==> src/design/rng_repetition_and_proportion_test_defines.svh <==
// Assertion macros used by the rrpt core design file.
`ifndef RNG_REPETITION_AND_PROPORTION_TEST_DEFINES_SVH
`define RNG_REPETITION_AND_PROPORTION_TEST_DEFINES_SVH

// Same-cycle implication, disabled while reset is held.
`define RRPT_ASSERT_NOW(label, clk, rst_n, ante, cons) \
  label: assert property (@(posedge clk) disable iff (!rst_n) (ante) |-> (cons)) \
    else $error("rrpt assertion failed");

// Next-cycle implication, disabled while reset is held.
`define RRPT_ASSERT_NEXT(label, clk, rst_n, ante, cons) \
  label: assert property (@(posedge clk) disable iff (!rst_n) (ante) |=> (cons)) \
    else $error("rrpt assertion failed");

`endif

==> src/design/rrpt_pkg.sv <==
package rrpt_pkg;

  localparam int SYMBOL_BITS_DEF = 8;

  localparam int OP_W       = 2;
  localparam int SAMPLE_W   = 8;
  localparam int RCT_W      = 6;
  localparam int APT_CUT_W  = 10;
  localparam int APT_WIN_W  = 11;
  localparam int CFG_IDX_W  = 2;
  localparam int CFG_DATA_W = 11;

  // Register reset values
  localparam logic [RCT_W-1:0]     RCT_CUTOFF_RST = 6'd5;
  localparam logic [APT_CUT_W-1:0] APT_CUTOFF_RST = 10'd16;
  localparam logic [APT_WIN_W-1:0] APT_WINDOW_RST = 11'd512;

  // Register indexes
  localparam logic [CFG_IDX_W-1:0] REG_RCT_CUTOFF = 2'd0;
  localparam logic [CFG_IDX_W-1:0] REG_APT_CUTOFF = 2'd1;
  localparam logic [CFG_IDX_W-1:0] REG_APT_WINDOW = 2'd2;

  typedef enum logic [OP_W-1:0] {
    OP_SAMPLE = 2'd0,
    OP_FINISH = 2'd1,
    OP_START  = 2'd2
  } op_t;

  typedef struct packed {
    logic [RCT_W-1:0]     rct_cutoff;
    logic [APT_CUT_W-1:0] apt_cutoff;
    logic [APT_WIN_W-1:0] apt_window;
  } cfg_t;

  typedef struct packed {
    logic healthy;
    logic verdict;
  } result_t;

endpackage

==> src/design/rrpt_core.sv <==
`include "rng_repetition_and_proportion_test_defines.svh"

module rrpt_core import rrpt_pkg::*; #(
  parameter int SYMBOL_BITS = SYMBOL_BITS_DEF
) (
  input  logic                clk,
  input  logic                rst_n,
  input  cfg_t                cfg,
  input  logic                fire,
  input  op_t                 op,
  input  logic [SAMPLE_W-1:0] sample,
  output result_t             res
);

  localparam logic [RCT_W-1:0]     RUN_MAX   = {RCT_W{1'b1}};
  localparam logic [APT_CUT_W-1:0] MATCH_MAX = {APT_CUT_W{1'b1}};
  localparam logic [APT_WIN_W-1:0] POS_MAX   = {APT_WIN_W{1'b1}};

  logic                   healthy_r, healthy_nxt;
  logic                   seen_r, seen_nxt;
  logic                   run_started_r, run_started_nxt;
  logic [SYMBOL_BITS-1:0] run_symbol_r, run_symbol_nxt;
  logic [RCT_W-1:0]       run_length_r, run_length_nxt;
  logic                   win_started_r, win_started_nxt;
  logic [SYMBOL_BITS-1:0] win_ref_r, win_ref_nxt;
  logic [APT_CUT_W-1:0]   match_r, match_nxt;
  logic [APT_WIN_W-1:0]   pos_r, pos_nxt;
  logic                   verdict;

  logic [SYMBOL_BITS-1:0] sym;
  logic [RCT_W-1:0]       run_inc;
  logic [APT_CUT_W-1:0]   match_inc;
  logic [APT_WIN_W-1:0]   pos_inc;

  assign sym       = SYMBOL_BITS'(sample);
  assign run_inc   = (run_length_r < RUN_MAX) ? run_length_r + 1'b1 : run_length_r;
  assign match_inc = (match_r < MATCH_MAX) ? match_r + 1'b1 : match_r;
  assign pos_inc   = (pos_r < POS_MAX) ? pos_r + 1'b1 : pos_r;

  always_comb begin
    healthy_nxt     = healthy_r;
    seen_nxt        = seen_r;
    run_started_nxt = run_started_r;
    run_symbol_nxt  = run_symbol_r;
    run_length_nxt  = run_length_r;
    win_started_nxt = win_started_r;
    win_ref_nxt     = win_ref_r;
    match_nxt       = match_r;
    pos_nxt         = pos_r;
    verdict         = 1'b0;
    if (fire) begin
      unique case (op)
        OP_SAMPLE: begin
          if (healthy_r) begin
            seen_nxt = 1'b1;
            // repetition count: run carries across windows
            if (!run_started_r || sym != run_symbol_r) begin
              run_started_nxt = 1'b1;
              run_symbol_nxt  = sym;
              run_length_nxt  = RCT_W'(1);
            end else begin
              run_length_nxt = run_inc;
            end
            if (run_started_r && sym == run_symbol_r && run_inc >= cfg.rct_cutoff) begin
              healthy_nxt = 1'b0;
            end else if (!win_started_r) begin
              // first sample of a window becomes the reference
              win_started_nxt = 1'b1;
              win_ref_nxt     = sym;
              match_nxt       = '0;
              pos_nxt         = APT_WIN_W'(1);
            end else if (sym == win_ref_r && match_inc >= cfg.apt_cutoff) begin
              match_nxt   = match_inc;
              healthy_nxt = 1'b0;
            end else begin
              if (sym == win_ref_r) begin
                match_nxt = match_inc;
              end
              pos_nxt = pos_inc;
              if (pos_inc >= cfg.apt_window) begin
                win_started_nxt = 1'b0;
              end
            end
          end
        end
        OP_FINISH, OP_START: begin
          verdict         = (op == OP_FINISH) && healthy_r && seen_r;
          healthy_nxt     = (op == OP_START);
          seen_nxt        = 1'b0;
          run_started_nxt = 1'b0;
          run_symbol_nxt  = '0;
          run_length_nxt  = '0;
          win_started_nxt = 1'b0;
          win_ref_nxt     = '0;
          match_nxt       = '0;
          pos_nxt         = '0;
        end
        default: ; // unused code: hold all state
      endcase
    end
  end

  always_ff @(posedge clk) begin
    if (!rst_n) begin
      healthy_r     <= 1'b1;
      seen_r        <= 1'b0;
      run_started_r <= 1'b0;
      run_symbol_r  <= '0;
      run_length_r  <= '0;
      win_started_r <= 1'b0;
      win_ref_r     <= '0;
      match_r       <= '0;
      pos_r         <= '0;
    end else begin
      healthy_r     <= healthy_nxt;
      seen_r        <= seen_nxt;
      run_started_r <= run_started_nxt;
      run_symbol_r  <= run_symbol_nxt;
      run_length_r  <= run_length_nxt;
      win_started_r <= win_started_nxt;
      win_ref_r     <= win_ref_nxt;
      match_r       <= match_nxt;
      pos_r         <= pos_nxt;
    end
  end

  assign res.healthy = healthy_nxt;
  assign res.verdict = verdict;

  `RRPT_ASSERT_NEXT(a_start_rearms, clk, rst_n, fire && op == OP_START, healthy_r && !seen_r)
  `RRPT_ASSERT_NEXT(a_finish_idles, clk, rst_n, fire && op == OP_FINISH, !healthy_r && !seen_r)
  `RRPT_ASSERT_NEXT(a_fail_latches, clk, rst_n, !healthy_r && !(fire && op == OP_START), !healthy_r)
  `RRPT_ASSERT_NOW(a_verdict_clears, clk, rst_n, verdict, !res.healthy && seen_r)
  `RRPT_ASSERT_NOW(a_run_idle_zero, clk, rst_n, !run_started_r, run_length_r == '0)

endmodule

==> config.mk <==
export PLATFORM = sky130hd
export DESIGN_NAME = rrpt_core
export DESIGN_NICKNAME = d
export VERILOG_FILES = /design/src/design/rrpt_pkg.sv /design/src/design/rrpt_core.sv
export VERILOG_INCLUDE_DIRS = /design/src /design/src/design
export SDC_FILE = /design/constraint.sdc
export NUM_CORES = 1
export LEC_CHECK = 0
export CORE_MARGIN = 2
export CORE_UTILIZATION = 45
export CTS_CLUSTER_SIZE = 20
export DETAILED_ROUTE_END_ITERATION = 10
export DONT_BUFFER_PORTS = 1
export GPL_TIMING_DRIVEN = 0
export PLACE_DENSITY = 0.68
export SLEW_MARGIN = 20
export SYNTH_ARGS = -nofsm -noshare
export SYNTH_HDL_FRONTEND = slang
export SYNTH_SLANG_ARGS = --single-unit
==> constraint.sdc <==
create_clock -name clk -period 5.1 [get_ports clk]
set_input_delay 0.51 -clock clk [delete_from_list [all_inputs] [get_ports clk]]
set_output_delay 0.51 -clock clk [all_outputs]
set_load 0.01 [all_outputs]
After elaboration in Yosys (flattened, before gate mapping)
Index checks and enable logic that the tools add are counted.

Flip-flop bits (word level): 47. Input port bits: 40. Output and inout bits: 2. Logic and storage cells: 88.

Add/sub/neg operators: 3. Order comparisons: 6. Equal/unequal tests: 11. Multiplexer cells: 43. Reductions and logical operators: 16.

Operators by type and width (count): two-way mux 10 bit (6); two-way mux 11 bit (5); two-way mux 8 bit (5); case mux 8 bit (2 select lines) (2); case mux 11 bit (2 select lines) (1); case mux 10 bit (2 select lines) (1); two-way mux 6 bit (3); equality test 8 bit (2); two-way mux 1 bit (15); AND reduction 5 bit (3); case mux 6 bit (2 select lines) (1); adder 11 x 1 -> 11 bit (second input constant) (1); >= comparator 11 bit (1); less-than comparator 11 bit (second input constant) (1); adder 10 x 1 -> 10 bit (second input constant) (1); >= comparator 10 bit (1); less-than comparator 10 bit (second input constant) (1); != test 2 bit (second input constant) (4); != test 8 bit (1); case mux 1 bit (2 select lines) (4); AND reduction 4 bit (2); adder 6 x 1 -> 6 bit (second input constant) (1); >= comparator 6 bit (1); less-than comparator 6 bit (second input constant) (1); other kinds (11) (15).

Logic depth before layout (Yosys ltp)
Gate-level depths: netlist of run 1.

Depth after elaboration: 10. Mapped depth: 13. Mapped depth without buffers: 12.

Worst setup path after synthesis of run 1
No wires, ideal clock.

Path type: register to output. From: reg match_r[0]. To: out res[1] in the netlist's numbering. Data arrival time: 2807 ps. Data required time: 4590 ps. Path slack: 1783 ps. Stages on the path, launching flop included: 14. Buffers on the path: 1. Cells stage by stage: dfxtp_1 > ha_1 > and4_1 > nand3_1 > nand3_1 > xnor2_1 > ha_1 > a21oi_1 > a211oi_1 > or3_1 > o211ai_1 > nand2_1 > o211ai_1 > buf_4.

Longest elaborated chain between the ends: 10. Elaborated cells on any way between the ends: 11. Classes of those cells: add/sub (1); order compare (2); mux (7); reduce/logical (1).

RTL lines: start, declared (line rrpt_core.sv:26) `logic [APT_CUT_W-1:0] match_r, match_nxt;`; start signal, assigned (line rrpt_core.sv:122) `match_r <= match_nxt;`; adder 10 x 1 -> 10 bit or less-than comparator 10 bit (tied branches) (line rrpt_core.sv:37) `assign match_inc = (match_r < MATCH_MAX) ? match_r + 1'b1 : match_r;`; two-way mux 10 bit (*) (line rrpt_core.sv:37); >= comparator 10 bit (*) (line rrpt_core.sv:72) `end else if (sym == win_ref_r && match_inc >= cfg.apt_cutoff) begin`; logical AND 1 bit (*) (line rrpt_core.sv:72); two-way mux 1 bit (*) (line rrpt_core.sv:72); two-way mux 1 bit (*) (line rrpt_core.sv:66) `end else if (!win_started_r) begin`; two-way mux 1 bit (*) (line rrpt_core.sv:64) `if (run_started_r && sym == run_symbol_r && run_inc >= cfg.rct_cutoff) begin`; two-way mux 1 bit (*) (line rrpt_core.sv:54) `if (healthy_r) begin`; case mux 1 bit (2 select lines) (*) (line rrpt_core.sv:52) `unique case (op)`; two-way mux 1 bit (*) (line rrpt_core.sv:51) `if (fire) begin`; end, declared (line rrpt_core.sv:12) `output result_t res`.

Mark *: on every way between the ends. The rest lies on a longest branch, timed or not.

Worst setup path in the final report of run 1
Same ends and word-level chain as after synthesis.

==> results of run 1 <==
registers in the layout, indices dropped and copies added (netlist names):
| signal | flops |
|---|---|
| healthy_r | 1 |
| seen_r | 1 |
| match_r | 10 |
| run_symbol_r | 8 |
| win_ref_r | 8 |
| pos_r | 11 |
| win_started_r | 1 |
| run_started_r | 1 |
| run_length_r | 6 |
report_power, final:
part	internal [µW]	leakage, µW	switching [µW]
combinational	43.9	0.00115	60.1
clock	95.5	0.0000402	133
sequential	376	0.000381	8.26
cell usage after synthesis, drive strengths merged (2+ instances only):
cell	count
clkbuf	12
nand3	27
nor2b	20
ha	33
o21a	3
buf	8
nand2b	6
mux2i	9
a211oi	7
o2bb2ai	2
a21boi	4
and4	3
inv	33
a2111oi	2
a22o	6
a31oi	5
a21oi	13
nor3b	2
o311ai	2
a31o	7
xor2	12
nor2	14
o221a	2
nand4	11
o211ai	3
nand2	36
and2	14
nor4	3
dfxtp	47
o21ai	21
xnor2	16
a21o	3
or2	3
and3	7
nor3	5
mux2	4
o2111ai	3
worst max path at each step:
stage	startpoint	to	slack, ps	cells after the start
final	match_r[0]	res[1]	930	13
after global routing	match_r[0]	res[1]	640	13
after CTS	match_r[0]	res[1]	920	13
after detailed placement	match_r[0]	res[1]	1260	13
after global placement	match_r[0]	res[1]	1300	13
after floorplan	match_r[0]	res[1]	1780	13
layout by cell type (no fill, tap or decap), types with 3 or more instances in the layout:
cell type,n
mux2i_1,9
o21a_1,3
xor2_1,12
xnor2_1,16
and3_1,7
clkbuf_8,5
nand4_1,10
o21ai_0,19
and4_1,3
a31oi_1,5
dfxtp_1,47
nor2b_1,20
a211oi_1,7
o211ai_1,3
a21o_1,3
nand2b_1,6
inv_1,32
nor2_1,14
nor3_1,4
a22o_1,6
a31o_2,7
buf_2,5
nand3_1,27
mux2_2,4
ha_1,33
o2111ai_1,3
nand2_1,36
and2_0,3
clkbuf_1,12
and2_1,11
a21oi_1,13
cell families after synthesis:
| family | Yosys count | synth area share [%] |
|---|---|---|
| and+or+nand+nor | 155 | 24.4 |
| muxes | 13 | 3.91 |
| buffers and inverters | 53 | 6.36 |
| DFF | 47 | 27.2 |
| AOI/OAI and AO/OA | 92 | 19.1 |
| xor gates and xnor gates | 28 | 7.09 |
| adders and majority gates | 33 | 11.9 |
through the flow:
stage | util, % | std cells | setup slack, ps | hold slack [ps] | total power, µW
after floorplan | - | 421 | 1780 | 448 | 475
after global placement | 48.9 | 520 | 1300 | 458 | 494
after detailed placement | 48.9 | 520 | 1260 | 468 | 498
after CTS | 50.1 | 528 | 920 | 334 | 724
after global routing | 50.1 | 528 | 643 | 348 | 753
final | 50.1 | 528 | 931 | 333 | 717
worst max-delay path: stages (launching register included):
cell      delay [ps]
dfxtp_1          420
ha_1             230
and4_1           220
nand3_1          290
nand3_1          250
xnor2_1          150
ha_1             280
a21oi_1          160
a211oi_1          90
or3_1            400
o211ai_1         320
nand2_1          160
o211ai_1         210
buf_4            160
layer usage:
layer | global-route usage [%] | part of all wire [%]
met1 | 23.9 | 47
met2 | 30.9 | 47
met3 | 4.19 | 4.2
met4 | 4.55 | 1.3
met5 | 0 | 0
cell type report:
cell class | count | area, µm²
fill | 717 | 3660
multi-input combinational | 321 | 2300
sequential | 47 | 941
inverter | 33 | 124
tap | 99 | 124
buffer | 20 | 96.3
clock buffer | 5 | 68.8
clock inverter | 3 | 20.0
==> flow_summary.json, run 1 <==
{
  "path_max_fanout": 9,
  "synth_top_area_share_pct": 27.2,
  "num_vias": 2972,
  "path_clk_slew_ps": 90,
  "clkSinkCount": 47,
  "report.final.slew_viol_count": 0,
  "placed_area_um2": 3580,
  "initial_utilization_pct": 47.2,
  "fmax_mhz": 240,
  "setup_viol": 0,
  "setup_tns_ps": 0,
  "r2r_end": "pos_r[4]",
  "slew_headroom_pct": 56.6,
  "fin_area_um2": 3670,
  "cts_resized": 0,
  "ir_worst_vdd_mv": 0.146,
  "drc": 0,
  "yosys_warnings": 0,
  "clk_latency_ps": 310,
  "cts_hold_buf": 0,
  "dp_hpwl_um": 5890,
  "powerDensity_nw_per_um2": 195,
  "end_kind": "output port",
  "grt_max_degree": 16,
  "synthesis.area_um2": 3460,
  "synth_area_leaders": "dfxtp_1 27%, ha_1 12%, xnor2_1 4.1%",
  "cts_tree": "built",
  "fin_skew_ps": 6.23,
  "status": "finished, final reports clean",
  "coreArea_um2": 7330,
  "ff2ff_path_depth": 12,
  "min_delay_path_depth": 2,
  "hp-start": "sample[2]",
  "synth_top_area_cell": "dfxtp_1",
  "synthDistinctLibCells": 61,
  "cts_htree_levels": 2,
  "period_minus_slack_ps": 4170,
  "hold_violations": 0,
  "gr-usage-all-layers_pct": 18.4,
  "r2r_start": "match_r[0]",
  "min_to": "win_ref_r[2]",
  "hp-class": "input port to flip-flop",
  "crit_path_start_kind": "flip-flop",
  "grt_first_pass_wirelength_um": 12700,
  "crit_type": "flip-flop to output port",
  "critical_path_arrival_ps": 3660,
  "grt_overflow": 0,
  "ys_ff_latch": 47,
  "std_cell_rows": 31,
  "syn-num-nets": 494,
  "dr.pass1.iters": 4,
  "avgSynthCellArea_um2": 8.22,
  "leakage_uw": 0.00157,
  "root_buffer": "clkbuf_8",
  "r2r_setup_slack_ps": 1460,
  "clk_path_buf_depth": 2,
  "cts_buffers": 5,
  "place.gp.congestion": 0.798,
  "ys_seq_area_share_pct": 27.2,
  "synth_flop_cell": "dfxtp_1",
  "nets": 501,
  "diodes": 0,
  "drv_cap": 0,
  "synth_edf_count": 0,
  "post_cts_buffers": 0,
  "syn2layout_area_growth_pct": 6.15,
  "ant_nets": 0,
  "grt_pass1_vias": 2781,
  "io_pins": 42,
  "io_buffer_count": 0,
  "drive_gt1_share_pct": 8.62,
  "tightestPinTransition_ps": 647,
  "dieArea_um2": 8410,
  "antenna_found_initial": 0,
  "netlist_instances": 421,
  "wl_per_cell_um": 14.1,
  "fin_crit_sh_pct": 81.7,
  "dr.first_iter.drc_count": 127,
  "async_flop_share_pct": 0,
  "vias_per_cell": 5.63,
  "rsz0062_at_grt": "false",
  "wirelength_um": 7460,
  "die_x_um": 91.7,
  "worstPathRequired_ps": 4590,
  "dieHeight_um": 91.7
}
(Power assumes the default switching activity.)
==> inputs of run 2 (changes only) <==
--- a/config.mk
+++ b/config.mk
@@ -12,7 +12,7 @@
 export DETAILED_ROUTE_END_ITERATION = 10
 export DONT_BUFFER_PORTS = 1
 export GPL_TIMING_DRIVEN = 0
-export PLACE_DENSITY = 0.68
+export PLACE_DENSITY = 0.7
 export SLEW_MARGIN = 20
 export SYNTH_ARGS = -nofsm -noshare
 export SYNTH_HDL_FRONTEND = slang
==> constraint.sdc (replaced) <==
create_clock -name clk -period 3.4 [get_ports clk]
set_input_delay 0.34 -clock clk [delete_from_list [all_inputs] [get_ports clk]]
set_output_delay 0.34 -clock clk [all_outputs]
set_load 0.01 [all_outputs]
==> run 2 against run 1 <==
Compared with the run above: die area unchanged; hold slack got worse by 170 ps; clock power grew 79%; flip-flop and latch count is the same; cell area rose by 6.9%; combinational power rose by 59%; via count rose by 2.0%; largest power group unchanged; highest routed layer unchanged.
==> flow_summary.json, run 2 (synthesized netlist as in run 1, its figures left out) <==
{
  "largest_reg_flops": 11,
  "vias_per_cell": 5.62,
  "clkSinkCount": 47,
  "dieArea_um2": 8410,
  "crit_type": "flip-flop to output port",
  "drc": 0,
  "fin_area_um2": 3930,
  "dr.pass1.iters": 4,
  "ant_nets": 0,
  "clk_latency_ps": 300,
  "met2_length_um": 3860,
  "grt_max_degree": 14,
  "io_buffer_count": 0,
  "wirelength_um": 7980,
  "fin_hold_ws_ps": 168,
  "fillCellCount": 685,
  "place.gp.congestion": 0.849,
  "period_minus_slack_ps": 3390,
  "cts_htree_levels": 2,
  "path_common_cell": "o211ai_1",
  "wl_met1_um": 3660,
  "powerDensity_nw_per_um2": 293,
  "coreArea_um2": 7330,
  "path_clk_slew_ps": 90,
  "setup_ws_ps": 14.6,
  "post-route-util_pct": 53.6,
  "num_vias": 3031,
  "crit_path_start_kind": "flip-flop",
  "ir_worst_vdd_mv": 0.270,
  "crit_slowest_cell": "or3_4",
  "worstPathRequired_ps": 3060,
  "fin_skew_ps": 9.69,
  "drv_cap": 0,
  "fmax_mhz": 295,
  "max_stage_delay_ps": 380,
  "min_delay_path_depth": 2,
  "top_register": "pos_r",
  "die_x_um": 91.7,
  "nets": 513,
  "top_regs": "pos_r: 11 flops, match_r: 10 flops",
  "tightestPinTransition_ps": 518,
  "layout_common_cells": "42 x dfxtp_1, 36 x nand2_1, 31 x inv_1",
  "cts_tree": "built",
  "leakage_uw": 0.00167,
  "rsz0062_at_grt": "true",
  "hp-class": "input port to flip-flop",
  "drive_gt1_share_pct": 16.4,
  "antenna_found_initial": 0,
  "grt_pass1_vias": 2887,
  "switchingPower_uw": 299,
  "p_int_uw": 850,
  "critical_path_arrival_ps": 3050,
  "top_layer_used": "met4",
  "setup_viol": 0,
  "combPwrFrac_pct": 14.4,
  "io_pins": 42,
  "multi_input_area_um2": 2430,
  "report.final.slew_viol_count": 0,
  "diodes": 0,
  "dieHeight_um": 91.7,
  "cts_hold_buf": 0,
  "path_max_fanout": 5,
  "ff2ff_path_depth": 15,
  "syn2layout_area_growth_pct": 13.5,
  "dr.first_iter.drc_count": 134,
  "slew_headroom_pct": 65.5,
  "final_common_cell": "dfxtp_1",
  "clk_path_buf_depth": 2,
  "sw_frac_of_total_pct": 26.0,
  "grt_overflow": 0,
  "pwr-share-clk_pct": 35.5,
  "initial_utilization_pct": 47.2,
  "hold_violations": 0,
  "seq_area_um2": 950,
  "dp_hpwl_um": 5940,
  "fin_crit_sh_pct": 99.6,
  "crit_chain": "ha_4 > and4_4 > nand3_4 > and2_4 > xor2_1 > ha_1 > nand3_1 > a211oi_2 > or3_4 > o211ai_1 > nand2_1 > o211ai_1 > buf_4",
  "end_kind": "output port",
  "grt_first_pass_wirelength_um": 13300,
  "seqPwrFrac_pct": 50.1,
  "gr-usage-all-layers_pct": 19.2,
  "wl_met3_um": 301,
  "pre_cts_ws_ps": -316,
  "std_cell_rows": 31,
  "root_buffer": "clkbuf_8",
  "status": "finished, final reports clean",
  "cts_buffers": 5,
  "wl_per_cell_um": 14.8,
  "placed_area_um2": 3580
}
==> run 2: cell type report <==
cell class,count,share of cell area (%)
well taps,99,3.15
flip-flops and latches,47,24.2
plain buffers,19,2.36
inverters,33,3.15
multi-input cells,321,62.0
repair buffers,13,2.58
clock buffers,6,1.85
clock inverters,1,0.765
==> run 2: path summary, 6_finish.rpt <==
path                              startpoint            to  slack (ps)
worst min-delay path               sample[5]  win_ref_r[5]         170
worst max register to register    match_r[0]      pos_r[1]         150
worst max-delay path              match_r[0]        res[1]          10
worst min register to register  win_ref_r[3]  win_ref_r[3]         480
==> run 2: power groups by stage <==
stage,sequential [µW],combinational [µW],clock (µW)
2_1_floorplan,586,126,0
3_3_place_gp,588,153,0
4_1_cts,576,161,414
3_5_place_dp,589,157,0
5_1_grt,578,187,441
6_report,576,165,408
==> run 2: repair_timing <==
item,4_1_cts,5_1_grt
endpoints found under the hold margin,0,0
pin swaps,10,8
setup buffers,12,1
resized for setup,24,12
setup endpoints to repair,11,21
cloned,0,0
==> run 2: critical path, delay by kind of cell (launching register included) <==
kind / cells / cell delay, ps
DFF: 1 / 370
and+or+nand+nor: 6 / 1120
AOI/OAI and AO/OA: 3 / 490
buffers and inverters: 1 / 150
adders and majority gates: 2 / 460
xor gates and xnor gates: 1 / 150
==> run 2: stage by stage <==
| stage | instances | total power [µW] | setup TNS, ps |
|---|---|---|---|
| 2_1_floorplan | 421 | 712 | 0 |
| 3_3_place_gp | 520 | 742 | -1580 |
| 3_5_place_dp | 520 | 746 | -2730 |
| 4_1_cts | 538 | 1150 | -40.0 |
| 5_1_grt | 539 | 1210 | -565 |
| 6_report | 539 | 1150 | 0 |
==> run 2: metal layers <==
layer  up-vias  global-route usage [%]
met5         -                       0
met4         0                    6.06
met3        17                    4.27
met2        48                    32.4
met1      1423                    24.2
li1       1543                       -
==> inputs of run 3 (changes only) <==
==> constraint.sdc (replaced) <==
create_clock -name clk -period 3 [get_ports clk]
set_input_delay 0.3 -clock clk [delete_from_list [all_inputs] [get_ports clk]]
set_output_delay 0.3 -clock clk [all_outputs]
set_load 0.01 [all_outputs]
==> run 3 against run 2 <==
Compared with the run above: global-route usage grew 0.59 points; flip-flop and latch count did not move; routed wire length is 14% higher; the run now ends with setup timing left; highest routed layer unchanged.
==> flow_summary.json, run 3 (synthesized netlist as in run 1, its figures left out) <==
{
  "status": "finished with violations",
  "violations": "setup timing",
  "tightestPinTransition_ps": 550,
  "die_x_um": 91.7,
  "initial_utilization_pct": 47.2,
  "critical_path_arrival_ps": 3060,
  "hold_violations": 0,
  "grtUsageMet2_pct": 35.0,
  "grt_max_degree": 17,
  "ff2ff_path_depth": 13,
  "grt_first_pass_wirelength_um": 13700,
  "end_kind": "output port",
  "path_clk_slew_ps": 100,
  "vias_per_cell": 5.72,
  "top_regs": "pos_r: 11 flops, match_r: 10 flops",
  "dp_hpwl_um": 6000,
  "r2r_end": "pos_r[4]",
  "post-route-util_pct": 59.8,
  "dieArea_um2": 8410,
  "ant_nets": 0,
  "top_register": "pos_r",
  "largest_reg_flops": 11,
  "pre_cts_ws_ps": -373,
  "crit_path_start_kind": "flip-flop",
  "place.gp.congestion": 0.814,
  "r2r_start": "match_r[0]",
  "diodes": 0,
  "gr-usage-met3_pct": 4.68,
  "layout_common_cells": "35 x buf_4, 34 x dfxtp_1, 33 x nand2_1",
  "slew_headroom_pct": 63.3,
  "io_buffer_count": 0,
  "crit_slowest_cell": "dfxtp_4",
  "min_delay_path_depth": 2,
  "dr.first_iter.drc_count": 134,
  "coreArea_um2": 7330,
  "io_pins": 42,
  "fin_skew_ps": 9.03,
  "wirelength_um": 9130,
  "drive_gt1_share_pct": 29.4,
  "min_to": "win_ref_r[5]",
  "grt_overflow": 0,
  "met1_usage_pct": 24.6,
  "drc": 0,
  "setup_viol": 2,
  "wl_per_cell_um": 16.3,
  "num_vias": 3208,
  "cts_buffers": 5,
  "critPathBufInv": 2,
  "period_minus_slack_ps": 3360,
  "fin_crit_sh_pct": 112,
  "setup_ws_ps": -358,
  "gr-usage-all-layers_pct": 19.8,
  "crit_family": "simple AND/OR/NAND/NOR gates",
  "worstPathRequired_ps": 2700,
  "syn2layout_area_growth_pct": 26.6,
  "leakage_uw": 0.00184,
  "dr.pass1.iters": 4,
  "nets": 534,
  "hp-class": "input port to flip-flop",
  "rsz0062_at_grt": "true",
  "antenna_found_initial": 0,
  "std_cell_rows": 31,
  "top_usage_layer": "met2",
  "report.final.slew_viol_count": 0,
  "fmax_mhz": 298,
  "path_max_fanout": 5,
  "setup_tns_ps": -371,
  "ir_worst_vdd_mv": 0.169,
  "crit_type": "flip-flop to output port",
  "grt_pass1_vias": 2944,
  "clk_latency_ps": 310,
  "max_stage_delay_ps": 370,
  "root_buffer": "clkbuf_8",
  "cts_tree": "built",
  "dieHeight_um": 91.7,
  "path_common_cell": "o211ai_1",
  "drv_cap": 0,
  "clkSinkCount": 47,
  "powerDensity_nw_per_um2": 290,
  "hp-start": "sample[5]",
  "cts_htree_levels": 2,
  "r2r_setup_slack_ps": -10,
  "final_common_cell": "buf_4",
  "fin_hold_ws_ps": 124,
  "clk_path_buf_depth": 2,
  "crit_chain": "ha_4 > and4_4 > nand3_4 > nand4_1 > xnor2_2 > ha_1 > inv_1 > a211oi_2 > or3_4 > o211ai_1 > nand2_1 > o211ai_1 > buf_4"
}
## run 3: worst max path at each step
| stage | start | to | slack, ps | depth (start not counted) |
|---|---|---|---|---|
| after floorplan | match_r[1] | res[1] | 30 | 13 |
| after global placement | match_r[1] | pos_r[4] | -340 | 12 |
| after detailed placement | match_r[1] | pos_r[4] | -370 | 12 |
| after CTS | match_r[1] | res[1] | -320 | 13 |
| after global routing | match_r[0] | res[1] | -480 | 13 |
| final | match_r[0] | res[1] | -360 | 13 |
## run 3: timing repair
| item | CTS | global route |
|---|---|---|
| hold buffers | 0 | 0 |
| setup endpoints to repair | 28 | 32 |
| setup buffers | 15 | 26 |
| resized for setup | 32 | 64 |
| pin swaps | 6 | 34 |
| cloned | 0 | 1 |
## run 3: area by class of cell
type,count,area (µm²)
clock inverter,3,22.5
inverter,33,124
clock buffer,5,68.8
sequential,47,975
tap,99,124
timing repair buffer,33,264
multi-input combinational,322,2690
buffer,19,110
fill,606,2950
## run 3: where the power goes
part / switching [µW] / internal (µW)
Clock: 236 / 167
Combinational: 121 / 95.7
Sequential: 14.6 / 634
Total: 372 / 897
## run 3: routing by layer
| metal | routed length, µm | vias to the layer above |
|---|---|---|
| met5 | 0 | - |
| li1 | - | 1594 |
| met2 | 4670 | 80 |
| met4 | 92 | 0 |
| met1 | 3910 | 1523 |
| met3 | 454 | 11 |
## run 3: stage by stage
| stage | total power [µW] | instances | area (µm²) |
|---|---|---|---|
| final | 1270 | 561 | 4380 |
| after global routing | 1330 | 561 | 4380 |
| after CTS | 1250 | 542 | 3930 |
| after detailed placement | 846 | 520 | 3610 |
| after global placement | 840 | 520 | 3610 |
| after floorplan | 807 | 421 | 3480 |
